[src/rtl/sha256_pkg.sv]
// shared types, constants and functions of the sha-256 byte stream hasher
`timescale 1ns / 1ps
package sha256_pkg;

  localparam int WordW = 32;
  localparam int BlockBytes = 64;
  localparam int PadLimit = 56;
  localparam int TotalW = 61;
  localparam logic [7:0] PadMark = 8'h80;

  typedef logic [WordW-1:0] word_t;

  // datapath commands from the controller
  typedef struct packed {
    logic        put;        // write put_byte at fill position
    logic [7:0]  put_byte;
    logic        count_byte; // bump message length
    logic        start;      // load working words from the chain, clear round counter
    logic        round;      // run one round
    logic        fold;       // add working words into chain
    logic        clear;      // back to initial state
    logic        load_out;   // latch digest word at out_sel
    logic [2:0]  out_sel;
  } sha256_cmd_t;

  typedef struct packed {
    logic [5:0]  fill;
    logic [5:0]  round_idx;
    logic [63:0] bit_len;
  } sha256_stat_t;

  function automatic word_t round_k(input logic [5:0] r);
    word_t k;
    case (r)
      6'd0: k = 32'h428a2f98; 6'd1: k = 32'h71374491; 6'd2: k = 32'hb5c0fbcf;
      6'd3: k = 32'he9b5dba5; 6'd4: k = 32'h3956c25b; 6'd5: k = 32'h59f111f1;
      6'd6: k = 32'h923f82a4; 6'd7: k = 32'hab1c5ed5; 6'd8: k = 32'hd807aa98;
      6'd9: k = 32'h12835b01; 6'd10: k = 32'h243185be; 6'd11: k = 32'h550c7dc3;
      6'd12: k = 32'h72be5d74; 6'd13: k = 32'h80deb1fe; 6'd14: k = 32'h9bdc06a7;
      6'd15: k = 32'hc19bf174; 6'd16: k = 32'he49b69c1; 6'd17: k = 32'hefbe4786;
      6'd18: k = 32'h0fc19dc6; 6'd19: k = 32'h240ca1cc; 6'd20: k = 32'h2de92c6f;
      6'd21: k = 32'h4a7484aa; 6'd22: k = 32'h5cb0a9dc; 6'd23: k = 32'h76f988da;
      6'd24: k = 32'h983e5152; 6'd25: k = 32'ha831c66d; 6'd26: k = 32'hb00327c8;
      6'd27: k = 32'hbf597fc7; 6'd28: k = 32'hc6e00bf3; 6'd29: k = 32'hd5a79147;
      6'd30: k = 32'h06ca6351; 6'd31: k = 32'h14292967; 6'd32: k = 32'h27b70a85;
      6'd33: k = 32'h2e1b2138; 6'd34: k = 32'h4d2c6dfc; 6'd35: k = 32'h53380d13;
      6'd36: k = 32'h650a7354; 6'd37: k = 32'h766a0abb; 6'd38: k = 32'h81c2c92e;
      6'd39: k = 32'h92722c85; 6'd40: k = 32'ha2bfe8a1; 6'd41: k = 32'ha81a664b;
      6'd42: k = 32'hc24b8b70; 6'd43: k = 32'hc76c51a3; 6'd44: k = 32'hd192e819;
      6'd45: k = 32'hd6990624; 6'd46: k = 32'hf40e3585; 6'd47: k = 32'h106aa070;
      6'd48: k = 32'h19a4c116; 6'd49: k = 32'h1e376c08; 6'd50: k = 32'h2748774c;
      6'd51: k = 32'h34b0bcb5; 6'd52: k = 32'h391c0cb3; 6'd53: k = 32'h4ed8aa4a;
      6'd54: k = 32'h5b9cca4f; 6'd55: k = 32'h682e6ff3; 6'd56: k = 32'h748f82ee;
      6'd57: k = 32'h78a5636f; 6'd58: k = 32'h84c87814; 6'd59: k = 32'h8cc70208;
      6'd60: k = 32'h90befffa; 6'd61: k = 32'ha4506ceb; 6'd62: k = 32'hbef9a3f7;
      default: k = 32'hc67178f2;
    endcase
    return k;
  endfunction

  function automatic word_t init_h(input logic [2:0] i);
    word_t h;
    case (i)
      3'd0: h = 32'h6a09e667; 3'd1: h = 32'hbb67ae85; 3'd2: h = 32'h3c6ef372;
      3'd3: h = 32'ha54ff53a; 3'd4: h = 32'h510e527f; 3'd5: h = 32'h9b05688c;
      3'd6: h = 32'h1f83d9ab;
      default: h = 32'h5be0cd19;
    endcase
    return h;
  endfunction

  function automatic word_t ror(input word_t x, input int n);
    return (x >> n) | (x << (WordW - n));
  endfunction

endpackage

[src/rtl/sha256_if.sv]
// valid/ready channel interfaces for input bytes and digest words
`timescale 1ns / 1ps
interface sha256_in_if;
  logic       valid;
  logic       ready;
  logic [7:0] byte_value;
  logic       byte_present;
  logic       end_of_message;
  modport source (output valid, byte_value, byte_present, end_of_message, input ready);
  modport sink (input valid, byte_value, byte_present, end_of_message, output ready);
endinterface

interface sha256_out_if;
  logic        valid;
  logic        ready;
  logic [31:0] digest_word;
  logic [2:0]  word_index;
  logic        last_word;
  modport source (output valid, digest_word, word_index, last_word, input ready);
  modport sink (input valid, digest_word, word_index, last_word, output ready);
endinterface

[src/rtl/sha256_datapath.sv]
// message schedule window (also the byte buffer of a block), round logic and chaining words
`timescale 1ns / 1ps
module sha256_datapath (
  input  logic                   clk,
  input  logic                   rst_n,
  input  sha256_pkg::sha256_cmd_t cmd,
  output sha256_pkg::sha256_stat_t stat,
  output logic [31:0]            out_word
);
  import sha256_pkg::*;

  word_t       w_r [16];
  word_t       v_r [8];
  word_t       h_r [8];
  logic [5:0]  fill_r;
  logic [5:0]  rnd_r;
  logic [TotalW-1:0] total_r;
  word_t       out_r;

  word_t wr, g0, g1, s0, s1, ch, maj, t1, t2, wnew;

  // schedule and round function
  always_comb begin
    g0 = ror(w_r[1], 7) ^ ror(w_r[1], 18) ^ (w_r[1] >> 3);
    g1 = ror(w_r[14], 17) ^ ror(w_r[14], 19) ^ (w_r[14] >> 10);
    wnew = w_r[0] + g0 + w_r[9] + g1;
    wr = (rnd_r < 6'd16) ? w_r[0] : wnew;
    s1 = ror(v_r[4], 6) ^ ror(v_r[4], 11) ^ ror(v_r[4], 25);
    ch = (v_r[4] & v_r[5]) ^ (~v_r[4] & v_r[6]);
    t1 = v_r[7] + s1 + ch + round_k(rnd_r) + wr;
    s0 = ror(v_r[0], 2) ^ ror(v_r[0], 13) ^ ror(v_r[0], 22);
    maj = (v_r[0] & v_r[1]) ^ (v_r[0] & v_r[2]) ^ (v_r[1] & v_r[2]);
    t2 = s0 + maj;
  end

  // bytes go straight into the schedule words, big-endian within a word;
  // the window shifts by one word per round, slot 0 is the current word in the first 16 rounds
  always_ff @(posedge clk) begin
    if (cmd.start) begin
      for (int i = 0; i < 8; i++) v_r[i] <= h_r[i];
    end else if (cmd.round) begin
      for (int i = 0; i < 15; i++) w_r[i] <= w_r[i+1];
      w_r[15] <= wr;
      v_r[7] <= v_r[6]; v_r[6] <= v_r[5]; v_r[5] <= v_r[4];
      v_r[4] <= v_r[3] + t1;
      v_r[3] <= v_r[2]; v_r[2] <= v_r[1]; v_r[1] <= v_r[0];
      v_r[0] <= t1 + t2;
    end else if (cmd.put) begin
      w_r[fill_r[5:2]][{~fill_r[1:0], 3'b000} +: 8] <= cmd.put_byte;
    end
    if (cmd.load_out) out_r <= h_r[cmd.out_sel];
  end

  // control state: fill, length, round counter, chain
  always_ff @(posedge clk) begin
    if (!rst_n || cmd.clear) begin
      fill_r <= '0;
      total_r <= '0;
      rnd_r <= '0;
      for (int i = 0; i < 8; i++) h_r[i] <= init_h(3'(i));
    end else begin
      if (cmd.put) fill_r <= fill_r + 6'd1;
      if (cmd.count_byte) total_r <= total_r + TotalW'(1);
      if (cmd.start) rnd_r <= '0;
      else if (cmd.round) rnd_r <= rnd_r + 6'd1;
      if (cmd.fold)
        for (int i = 0; i < 8; i++) h_r[i] <= h_r[i] + v_r[i];
    end
  end

  assign stat.fill = fill_r;
  assign stat.round_idx = rnd_r;
  assign stat.bit_len = {total_r, 3'b000};
  assign out_word = out_r;
endmodule

[src/rtl/sha256_ctrl.sv]
// controller: byte intake, padding sequence, compression and digest output
`timescale 1ns / 1ps
module sha256_ctrl (
  input  logic                    clk,
  input  logic                    rst_n,
  sha256_in_if.sink               in_ch,
  output logic                    out_valid,
  input  logic                    out_ready,
  output logic [2:0]              out_index,
  input  sha256_pkg::sha256_stat_t stat,
  output sha256_pkg::sha256_cmd_t  cmd
);
  import sha256_pkg::*;

  typedef enum logic [2:0] {
    S_IDLE, S_START, S_ROUND, S_FOLD, S_PAD, S_LOAD, S_EMIT
  } state_t;

  state_t     state_r, state_nxt;
  logic       fin_r, fin_nxt;
  logic       mark_r, mark_nxt;
  logic       len_ok_r, len_ok_nxt;
  logic       ovalid_r, ovalid_nxt;
  logic [2:0] idx_r, idx_nxt;
  logic [5:0] len_pos;

  assign in_ch.ready = (state_r == S_IDLE);
  assign out_valid = ovalid_r;
  assign out_index = idx_r;
  assign len_pos = stat.fill - 6'(PadLimit);

  // next state and commands
  always_comb begin
    state_nxt = state_r;
    fin_nxt = fin_r;
    mark_nxt = mark_r;
    len_ok_nxt = len_ok_r;
    ovalid_nxt = ovalid_r;
    idx_nxt = idx_r;
    cmd = '0;
    cmd.out_sel = idx_r;
    case (state_r)
      S_IDLE: begin
        if (in_ch.valid) begin
          cmd.put = in_ch.byte_present;
          cmd.put_byte = in_ch.byte_value;
          cmd.count_byte = in_ch.byte_present;
          fin_nxt = in_ch.end_of_message;
          mark_nxt = 1'b0;
          len_ok_nxt = 1'b0;
          // a full block compresses first, padding follows after the fold
          if (in_ch.byte_present && stat.fill == 6'd63) state_nxt = S_START;
          else if (in_ch.end_of_message) state_nxt = S_PAD;
        end
      end
      S_START: begin
        cmd.start = 1'b1;
        state_nxt = S_ROUND;
      end
      S_ROUND: begin
        cmd.round = 1'b1;
        if (stat.round_idx == 6'd63) state_nxt = S_FOLD;
      end
      S_FOLD: begin
        cmd.fold = 1'b1;
        if (!fin_r) state_nxt = S_IDLE;
        else if (len_ok_r) begin
          state_nxt = S_LOAD;
          idx_nxt = '0;
        end else begin
          // a fresh block after the mark always has room for the length
          len_ok_nxt = 1'b1;
          state_nxt = S_PAD;
        end
      end
      S_PAD: begin
        cmd.put = 1'b1;
        if (!mark_r) begin
          cmd.put_byte = PadMark;
          mark_nxt = 1'b1;
          len_ok_nxt = stat.fill < 6'(PadLimit);
        end else if (len_ok_r && stat.fill >= 6'(PadLimit))
          cmd.put_byte = stat.bit_len[{~len_pos[2:0], 3'b000} +: 8];
        else cmd.put_byte = 8'h00;
        if (stat.fill == 6'd63) state_nxt = S_START;
      end
      S_LOAD: begin
        cmd.load_out = 1'b1;
        ovalid_nxt = 1'b1;
        state_nxt = S_EMIT;
      end
      S_EMIT: begin
        if (out_ready) begin
          ovalid_nxt = 1'b0;
          if (idx_r == 3'd7) begin
            cmd.clear = 1'b1;
            state_nxt = S_IDLE;
          end else begin
            idx_nxt = idx_r + 3'd1;
            state_nxt = S_LOAD;
          end
        end
      end
      default: state_nxt = S_IDLE;
    endcase
  end

  always_ff @(posedge clk) begin
    if (!rst_n) begin
      state_r <= S_IDLE;
      fin_r <= 1'b0;
      ovalid_r <= 1'b0;
      idx_r <= '0;
      mark_r <= 1'b0;
      len_ok_r <= 1'b0;
    end else begin
      state_r <= state_nxt;
      fin_r <= fin_nxt;
      ovalid_r <= ovalid_nxt;
      idx_r <= idx_nxt;
      mark_r <= mark_nxt;
      len_ok_r <= len_ok_nxt;
    end
  end
endmodule

[src/rtl/sha256_byte_stream_hasher.sv]
// top level of the sha-256 byte stream hasher
//
// usage: the input channel takes one item per handshake: a message byte
// (byte_present) and/or an end-of-message flag. bytes fill a 64-byte block;
// the 64th byte starts a compression (load, 64 rounds, fold), one round per
// cycle in a single shared round unit, during which in_ready is low. a
// plain byte otherwise leaves in_ready high.
// an end item pads the message a byte a cycle up to the block end, with one
// or two compressions, then emits eight digest items, word 0 first, each
// from an output register; word_index 7 carries last_word. each word is
// loaded into that register, then offered; a stalled receiver holds the word.
// after word 7 the chain, fill count and length return to their initial
// values. rst_n (synchronous, active low) restores the same initial state.
`timescale 1ns / 1ps
module sha256_byte_stream_hasher (
  input logic        clk,
  input logic        rst_n,
  sha256_in_if.sink  in_ch,
  sha256_out_if.source out_ch
);
  import sha256_pkg::*;

  sha256_cmd_t  cmd;
  sha256_stat_t stat;
  logic [31:0]  word;
  logic [2:0]   idx;

  sha256_ctrl u_ctrl (
    .clk, .rst_n, .in_ch,
    .out_valid(out_ch.valid), .out_ready(out_ch.ready), .out_index(idx),
    .stat, .cmd
  );

  sha256_datapath u_dp (.clk, .rst_n, .cmd, .stat, .out_word(word));

  // word index is advanced after the handshake, so register it beside the word
  logic [2:0] oidx_r;
  always_ff @(posedge clk) begin
    if (cmd.load_out) oidx_r <= idx;
  end

  assign out_ch.digest_word = word;
  assign out_ch.word_index = oidx_r;
  assign out_ch.last_word = (oidx_r == 3'd7);
endmodule
[src/flat_wrapper.sv]
// flat-port wrapper written by rule: the top's interface ports become plain ports
module sha256_byte_stream_hasher_flat import sha256_pkg::*;
  (clk, rst_n, in_ch_valid, in_ch_byte_value, in_ch_byte_present, in_ch_end_of_message, in_ch_ready, out_ch_valid, out_ch_digest_word, out_ch_word_index, out_ch_last_word, out_ch_ready);
  sha256_in_if in_ch_i ();
  sha256_out_if out_ch_i ();
  input logic clk;
  input logic rst_n;
  input wire logic [$bits(in_ch_i.valid)-1:0] in_ch_valid;
  input wire logic [$bits(in_ch_i.byte_value)-1:0] in_ch_byte_value;
  input wire logic [$bits(in_ch_i.byte_present)-1:0] in_ch_byte_present;
  input wire logic [$bits(in_ch_i.end_of_message)-1:0] in_ch_end_of_message;
  output wire logic [$bits(in_ch_i.ready)-1:0] in_ch_ready;
  output wire logic [$bits(out_ch_i.valid)-1:0] out_ch_valid;
  output wire logic [$bits(out_ch_i.digest_word)-1:0] out_ch_digest_word;
  output wire logic [$bits(out_ch_i.word_index)-1:0] out_ch_word_index;
  output wire logic [$bits(out_ch_i.last_word)-1:0] out_ch_last_word;
  input wire logic [$bits(out_ch_i.ready)-1:0] out_ch_ready;
  assign in_ch_i.valid = in_ch_valid;
  assign in_ch_i.byte_value = in_ch_byte_value;
  assign in_ch_i.byte_present = in_ch_byte_present;
  assign in_ch_i.end_of_message = in_ch_end_of_message;
  assign in_ch_ready = in_ch_i.ready;
  assign out_ch_valid = out_ch_i.valid;
  assign out_ch_digest_word = out_ch_i.digest_word;
  assign out_ch_word_index = out_ch_i.word_index;
  assign out_ch_last_word = out_ch_i.last_word;
  assign out_ch_i.ready = out_ch_ready;
  sha256_byte_stream_hasher u_core (.clk(clk), .rst_n(rst_n), .in_ch(in_ch_i), .out_ch(out_ch_i));
endmodule
[config.mk]
export PLATFORM = sky130hd
export DESIGN_NAME = sha256_byte_stream_hasher_flat
export DESIGN_NICKNAME = d
export VERILOG_FILES = /design/src/rtl/sha256_pkg.sv /design/src/rtl/sha256_if.sv /design/src/rtl/sha256_datapath.sv /design/src/rtl/sha256_ctrl.sv /design/src/rtl/sha256_byte_stream_hasher.sv /design/src/flat_wrapper.sv
export SDC_FILE = /design/constraint.sdc
export NUM_CORES = 2
export LEC_CHECK = 0
export ABC_AREA = 0
export BUFFER_PORTS_ARGS = -buffer_cell sky130_fd_sc_hd__buf_2
export CAP_MARGIN = 20
export CORE_UTILIZATION = 30
export CTS_CLUSTER_DIAMETER = 100
export DETAILED_ROUTE_END_ITERATION = 8
export SYNTH_ARGS = -nofsm -noshare
export SYNTH_HDL_FRONTEND = slang
export SYNTH_HIERARCHICAL = 1
export SYNTH_SLANG_ARGS = --single-unit
[constraint.sdc]
create_clock -name clk -period 25.3 [get_ports clk]
set_clock_uncertainty 0.1 [all_clocks]
set_input_delay 5.06 -clock clk [delete_from_list [all_inputs] [get_ports clk]]
set_output_delay 5.06 -clock clk [all_outputs]
set_load 0.02 [all_outputs]
* Word-level counts from Yosys, hierarchy flattened
Memory sizes are Yosys's and may differ from the RTL's. A register that Yosys moved wholly into a read port is not among the register bits.
Cells that the tools add are included.
** Storage, ports and cells
- Bits in registers :: 86
- Input port bits :: 14
- RAM bits :: 1024
- Output and inout bits :: 38
- Memory bits (read-only) :: 2048
- Memories :: 4
** Cells by class
- Equal/unequal tests :: 19
- Order comparisons :: 3
- Multiplexer cells :: 78
- Add/subtract/negate cells :: 24
- Reductions and logical operators :: 17
- Shift-type cells :: 3
- Bitwise operators :: 45
** Memory list
- (name not given) :: depth 64, width 32, rd ports 1, clocked after Yosys merged registers in 1, wr ports 0, line sha256_pkg.sv:34 : case (r)
- u_core.u_dp.w_r :: depth 16, width 32, rd ports 16, clocked after Yosys merged registers in 0, wr ports 16, line sha256_datapath.sv:12 : word_t w_r [16];
- u_core.u_dp.h_r :: depth 8, width 32, rd ports 9, clocked after Yosys merged registers in 1, wr ports 8, line sha256_datapath.sv:14 : word_t h_r [8];
- u_core.u_dp.v_r :: depth 8, width 32, rd ports 8, clocked after Yosys merged registers in 0, wr ports 8, line sha256_datapath.sv:13 : word_t v_r [8];
** Operators with widths (count)
- $mux 32 :: 28
- $add 32x32->32 :: 18
- $xor 32x32->32 :: 9
- $and 32x32->32 :: 5
- $shiftx 64x7->8 :: 1
- $add 61x1->61 const B :: 1
- $mux 3 :: 12
- $not 32->32 :: 1
- $or 10x32->32 :: 1
- $or 13x32->32 :: 1
- $or 14x32->32 :: 1
- $or 15x32->32 :: 1
- $or 19x32->32 :: 1
- $or 21x32->32 :: 1
- $or 25x32->32 :: 1
- $or 26x32->32 :: 1
- $or 30x32->32 :: 1
- $or 7x32->32 :: 1
- $reduce_or 32->1 :: 1
- $shift 8x7->32 const A :: 1
- $shiftx 8x7->32 :: 1
- $xor 32x22->32 :: 1
- $xor 32x29->32 :: 1
- $mux 1 :: 26
- 35 further kinds :: 73

* Longest topological paths before layout
- Depth in word-level cells :: 12
- Mapped depth :: 46

* By module
The synthesis kept the hierarchy.
** By module, submodules not included
- sha256_datapath :: times used 1, sequential area each 33812.4 µm², cells an instance 7743, area each 75353.5 µm²
- sha256_ctrl :: times used 1, sequential area each 200.2 µm², cells an instance 137, area each 1270.0 µm²
- sha256_byte_stream_hasher :: times used 1, sequential area each 90.1 µm², cells an instance 4, area each 96.3 µm²

* Worst setup path before layout
OpenSTA, ideal clock, no wires.
- Path type :: input to register
- Start :: input port out_ch_ready
- End :: memory u_core/u_dp/h_r[0][0] in the netlist's numbering, enable pin
- Setup time :: 0.664 ns
- Required time :: 24.536 ns
- Path slack :: 12.934 ns
- Stages :: 6
- Buffers on the path :: 2
- Data arrival time :: 11.602 ns
- Cell sequence :: nand4b_1 -> nor2_1 -> nor2b_1 -> clkbuf_1 -> clkbuf_1 -> nand2b_1
** RTL lines
- start, declared :: line flat_wrapper.sv:17 : input wire logic [$bits(out_ch_i.ready)-1:0] out_ch_ready;
- end, declared :: line sha256_datapath.sv:14

==> implementation parameters <==
Parameter                              Value

Critical path
  Worst setup SP type ... register
  Classification of the worst setup path ... reg2reg
  Data required time at the worst endpoint ... 25.84 ns
  Critical Path Fanout Max ... 5
  Slowest library cell on the worst path ... sky130_fd_sc_hd__or4_1
  R2r worst-path depth ... 39
  Crit path DAT ... 12.47 ns
  CP Capture Type ... register
  Critical R2R Capture ... u_core/u_dp/v_r[0][31]$_DFFE_PP_
  CP dominant cell by count ... sky130_fd_sc_hd__fa_1
  Worst setup slack for register-to-register paths ... 13.38 ns
  Critical Path Max Stage Delay ... 0.54 ns
  Startpoint of the lowest-slack register-to-register path ... u_core/u_dp/w_r[14][11]$_DFFE_PP_

Power
  Reg power frac ... 30.6%
  Static leakage power ... 32.6 nW
  Power density relative to cell area ... 87.0 mW/mm^2
  Power dissipated by switching net loads ... 0.00281 W
  Share of total power in the clock network ... 26.3%
  Cell Int Power ... 0.00455 W
  Power share of the combinational group ... 43.1%
  IR Drop Worst-Case VDD ... 0.122 mV
  Switch share ... 38.1%

Logic synthesis
  Number of instances in the synthesized netlist ... 7,884
  Netlist area before placement ... 0.0767 mm^2
  Mean area per synthesized cell ... 9.73 um^2
  Post-synthesis cell type count ... 98
  Share of synthesized flip-flops with an asynchronous set or reset ... 0%
  Count of flip-flops with a built-in enable after synthesis ... 1,059
  Sequential fraction of the synthesis area ... 44.5%
  Synthesis warning total ... 6
  Number of synthesized register bits ... 1,174
  Top flip-flop cell by instance count after synthesis ... sky130_fd_sc_hd__edfxtp_1

Final layout
  Net count of the finished layout ... 8,363
  Share of layout cells above drive strength 1 ... 6.55%
  Post-route cell area ... 0.0846 mm^2
  Most common library cell in the layout ignoring fill and taps ... sky130_fd_sc_hd__nand2_1
  Layout overhead on the synthesized area ... 10.3%
  Commonest cells after routing, fill and taps aside ... sky130_fd_sc_hd__nand2_1, sky130_fd_sc_hd__edfxtp_1, sky130_fd_sc_hd__o21ai_0
  Layout Utilization ... 33.3%

Routing
  Wirelength, routed ... 246,000 um
  Number of DRC violations after detailed-routing iteration 0 ... 6,473
  Average via count per standard cell ... 5.32
  Post-DRT Antenna Nets ... 0
  DRC violation count after routing ... 0
  Detail-routed net length per standard cell ... 21.9 um
  Pre-antenna DRT Iters ... 8
  Overall via count from detail_route ... 59,700

Floorplanning
  Top-level port count ... 52
  Starting utilization of the core area ... 30.2%
  Core Box Area ... 0.254 mm^2
  Overall die height ... 508 um
  X dimension of the die ... 508 um
  Row cnt ... 185
  Floorplan die area ... 0.258 mm^2

Place
  Area of placed instances ... 0.0803 mm^2
  HPWL after detailed placement ... 179,000 um
  Port buffer count ... 51
  Routability Congestion ... 0.942

GRT
  All-layer global routing usage ... 18.7%
  Largest net degree at the start of global routing ... 170
  Via count of the first global-routing pass ... 57,000
  Number of antenna violations at the first check in global routing ... 5
  Grt ovf ... 0
  First-pass GRT wire length ... 367,000 um

STA
  Minimum clock period after layout ... 11.92 ns
  Setup total negative slack ... 0 ns
  Highest attainable clock frequency ... 83.9 MHz
  RSZ-0062 raised after global routing ... false
  Hold violation count in the final report ... 0
  Headroom to the max-slew limit ... 21.7%
  Final clock period utilization by the worst path ... 47.1%
  Count of final max-slew check failures ... 0
  Count of final setup violators ... 0
  Transition time at the pin with the least slew margin ... 1.17 ns

CTS
  CTS H-tree depth ... 4
  Number of gates resized after cts ... 0
  Number of post-CTS setup repair buffers ... 0
  CTS clk-pin slew, worst paths ... 0.06 ns
  TritonCTS clock tree ... done
  Clock Latency Late Sink ... 0.82 ns
  Number of sinks handled by clock tree synthesis ... 1,174
  Number of hold buffers added after cts ... 0
  Max clock buf depth ... 3
  Cts bufs inserted ... 132
  Buffer cell driving the clock tree root ... sky130_fd_sc_hd__clkbuf_16

Hold path
  Endpoint of the worst hold-timing path ... u_core/u_ctrl/out_valid$_SDFFE_PN0P_
  Worst hold path stage count ... 2
  Classification of the worst-slack hold path ... reg2reg
  Worst hold path startpoint ... u_core/u_ctrl/out_valid$_SDFFE_PN0P_

Status
  Result of the run ... finished clean

Job
  Maximum capacitance violations ... 0
==> power groups by stage <==
stage               combinational (W)  sequential [W]  clock (W)
floorplan                     0.00237         0.00226          0
global placement              0.00303         0.00229          0
detailed placement            0.00310         0.00229          0
CTS                           0.00313         0.00225    0.00198
global route                  0.00352         0.00225    0.00204
finish                        0.00317         0.00225    0.00194
==> metal layers <==
metal  GRT usage (%)  wire length [um]  vias to the layer above
met2            29.8            112000                     2322
met4            5.69              7280                        4
li1                -                 -                    27600
met3            3.31             18800                      345
met5               0                24                        -
met1            25.7            107000                    29500
==> worst max-delay path by stage <==
stage                                       from                                  end  slack, ns  cells after the start
3_5_place_dp   u_core/u_dp/w_r[14][20]$_DFFE_PP_     u_core/u_dp/v_r[0][31]$_DFFE_PP_      13.47                     44
2_1_floorplan                       out_ch_ready  u_core/u_dp/h_r[0][0]$_SDFFCE_PN1P_      12.93                      6
4_1_cts        u_core/u_dp/w_r[14][11]$_DFFE_PP_     u_core/u_dp/v_r[0][31]$_DFFE_PP_      13.43                     44
3_3_place_gp   u_core/u_dp/w_r[14][20]$_DFFE_PP_     u_core/u_dp/v_r[0][31]$_DFFE_PP_      13.73                     44
6_report       u_core/u_dp/w_r[14][11]$_DFFE_PP_     u_core/u_dp/v_r[0][31]$_DFFE_PP_      13.38                     39
5_1_grt        u_core/u_dp/w_r[14][20]$_DFFE_PP_     u_core/u_dp/v_r[0][31]$_DFFE_PP_      12.92                     44
==> area by class of cell <==
cell class | instances | area (um^2)
Antenna cell | 2 | 5.00
Clock buffer | 178 | 3570
Clock inverter | 61 | 654
Fill cell | 25900 | 170000
Inverter | 389 | 1470
Multi-Input combinational cell | 5931 | 39700
Sequential cell | 1174 | 34100
Tap cell | 3366 | 4210
Timing Repair Buffer | 128 | 867
==> critical path: cells and delay by family (launching register included) <==
| kind | cells | cell delay, ns |
|---|---|---|
| AO/OA/AOI/OAI | 17 | 4.44 |
| XOR/XNOR | 5 | 1.15 |
| adder cells (fa/ha/maj) | 10 | 4.17 |
| buffers and inverters | 2 | 0.09 |
| flip-flops | 1 | 0.49 |
| AND/OR/NAND/NOR | 5 | 1.29 |
==> logic make-up (layout without fill, tap and decap cells) <==
logic type               Yosys count  in the layout  share of synthesized area, %
XOR/XNOR                         602            602                          6.91
adder cells (fa/ha/maj)          613            613                          11.8
AO/OA/AOI/OAI                   1833           1833                          14.3
multiplexers                     165            165                          3.56
other                              1              5                       0.00489
flip-flops                      1174           1174                          44.5
buffers and inverters            781            756                          3.90
AND/OR/NAND/NOR                 2715           2715                          15.1
==> metrics by stage <==
| stage | hold slack [ns] | power (W) | worst slack, ns | cells |
|---|---|---|---|---|
| 6_report | 0.386 | 0.00736 | 13.38 | 11200 |
| 4_1_cts | 0.389 | 0.00736 | 13.43 | 11200 |
| 2_1_floorplan | 0.364 | 0.00464 | 12.93 | 7886 |
| 5_1_grt | 0.413 | 0.00781 | 12.92 | 11200 |
| 3_5_place_dp | 0.373 | 0.00539 | 13.47 | 11000 |
| 3_3_place_gp | 0.369 | 0.00532 | 13.73 | 11000 |
==> registers in the layout, indices dropped and copies added (netlist names), named ones only <==
register	cells
u_core/out_ch.word_index	3
u_core/u_ctrl/out_valid	1
u_core/u_dp/w_r	512
u_core/u_ctrl/state_r	3
u_core/u_dp/fill_r	6
u_core/u_ctrl/mark_r	1
u_core/u_dp/h_r	256
u_core/u_dp/rnd_r	6
u_core/u_ctrl/fin_r	1
u_core/u_dp/total_r	61
u_core/u_dp/out_word	32
u_core/u_ctrl/out_index	3
u_core/u_ctrl/len_ok_r	1
u_core/u_dp/v_r	256
==> cell usage after synthesis (45+ instances only) <==
cell type | instances | area (um^2)
sky130_fd_sc_hd__nor2b_1 | 52 | 325
sky130_fd_sc_hd__o21ai_0 | 813 | 4070
sky130_fd_sc_hd__o21bai_1 | 48 | 360
sky130_fd_sc_hd__and3_1 | 62 | 388
sky130_fd_sc_hd__fa_1 | 195 | 3900
sky130_fd_sc_hd__nand3_1 | 118 | 591
sky130_fd_sc_hd__clkbuf_1 | 346 | 1300
sky130_fd_sc_hd__nand2b_1 | 87 | 544
sky130_fd_sc_hd__edfxtp_1 | 1059 | 31800
sky130_fd_sc_hd__nor2_1 | 427 | 1600
sky130_fd_sc_hd__dfxtp_1 | 115 | 2300
sky130_fd_sc_hd__xor2_1 | 204 | 1790
sky130_fd_sc_hd__xnor2_1 | 396 | 3470
sky130_fd_sc_hd__nor3_1 | 98 | 490
sky130_fd_sc_hd__mux4_2 | 80 | 1800
sky130_fd_sc_hd__nand2_1 | 1693 | 6350
sky130_fd_sc_hd__a21o_1 | 161 | 1210
sky130_fd_sc_hd__inv_1 | 382 | 1430
sky130_fd_sc_hd__mux2_2 | 64 | 721
sky130_fd_sc_hd__a211oi_1 | 45 | 338
sky130_fd_sc_hd__a21oi_1 | 383 | 1920
sky130_fd_sc_hd__o21a_1 | 59 | 443
sky130_fd_sc_hd__ha_1 | 398 | 4980
Note: power is estimated with default switching activity, not from simulation.
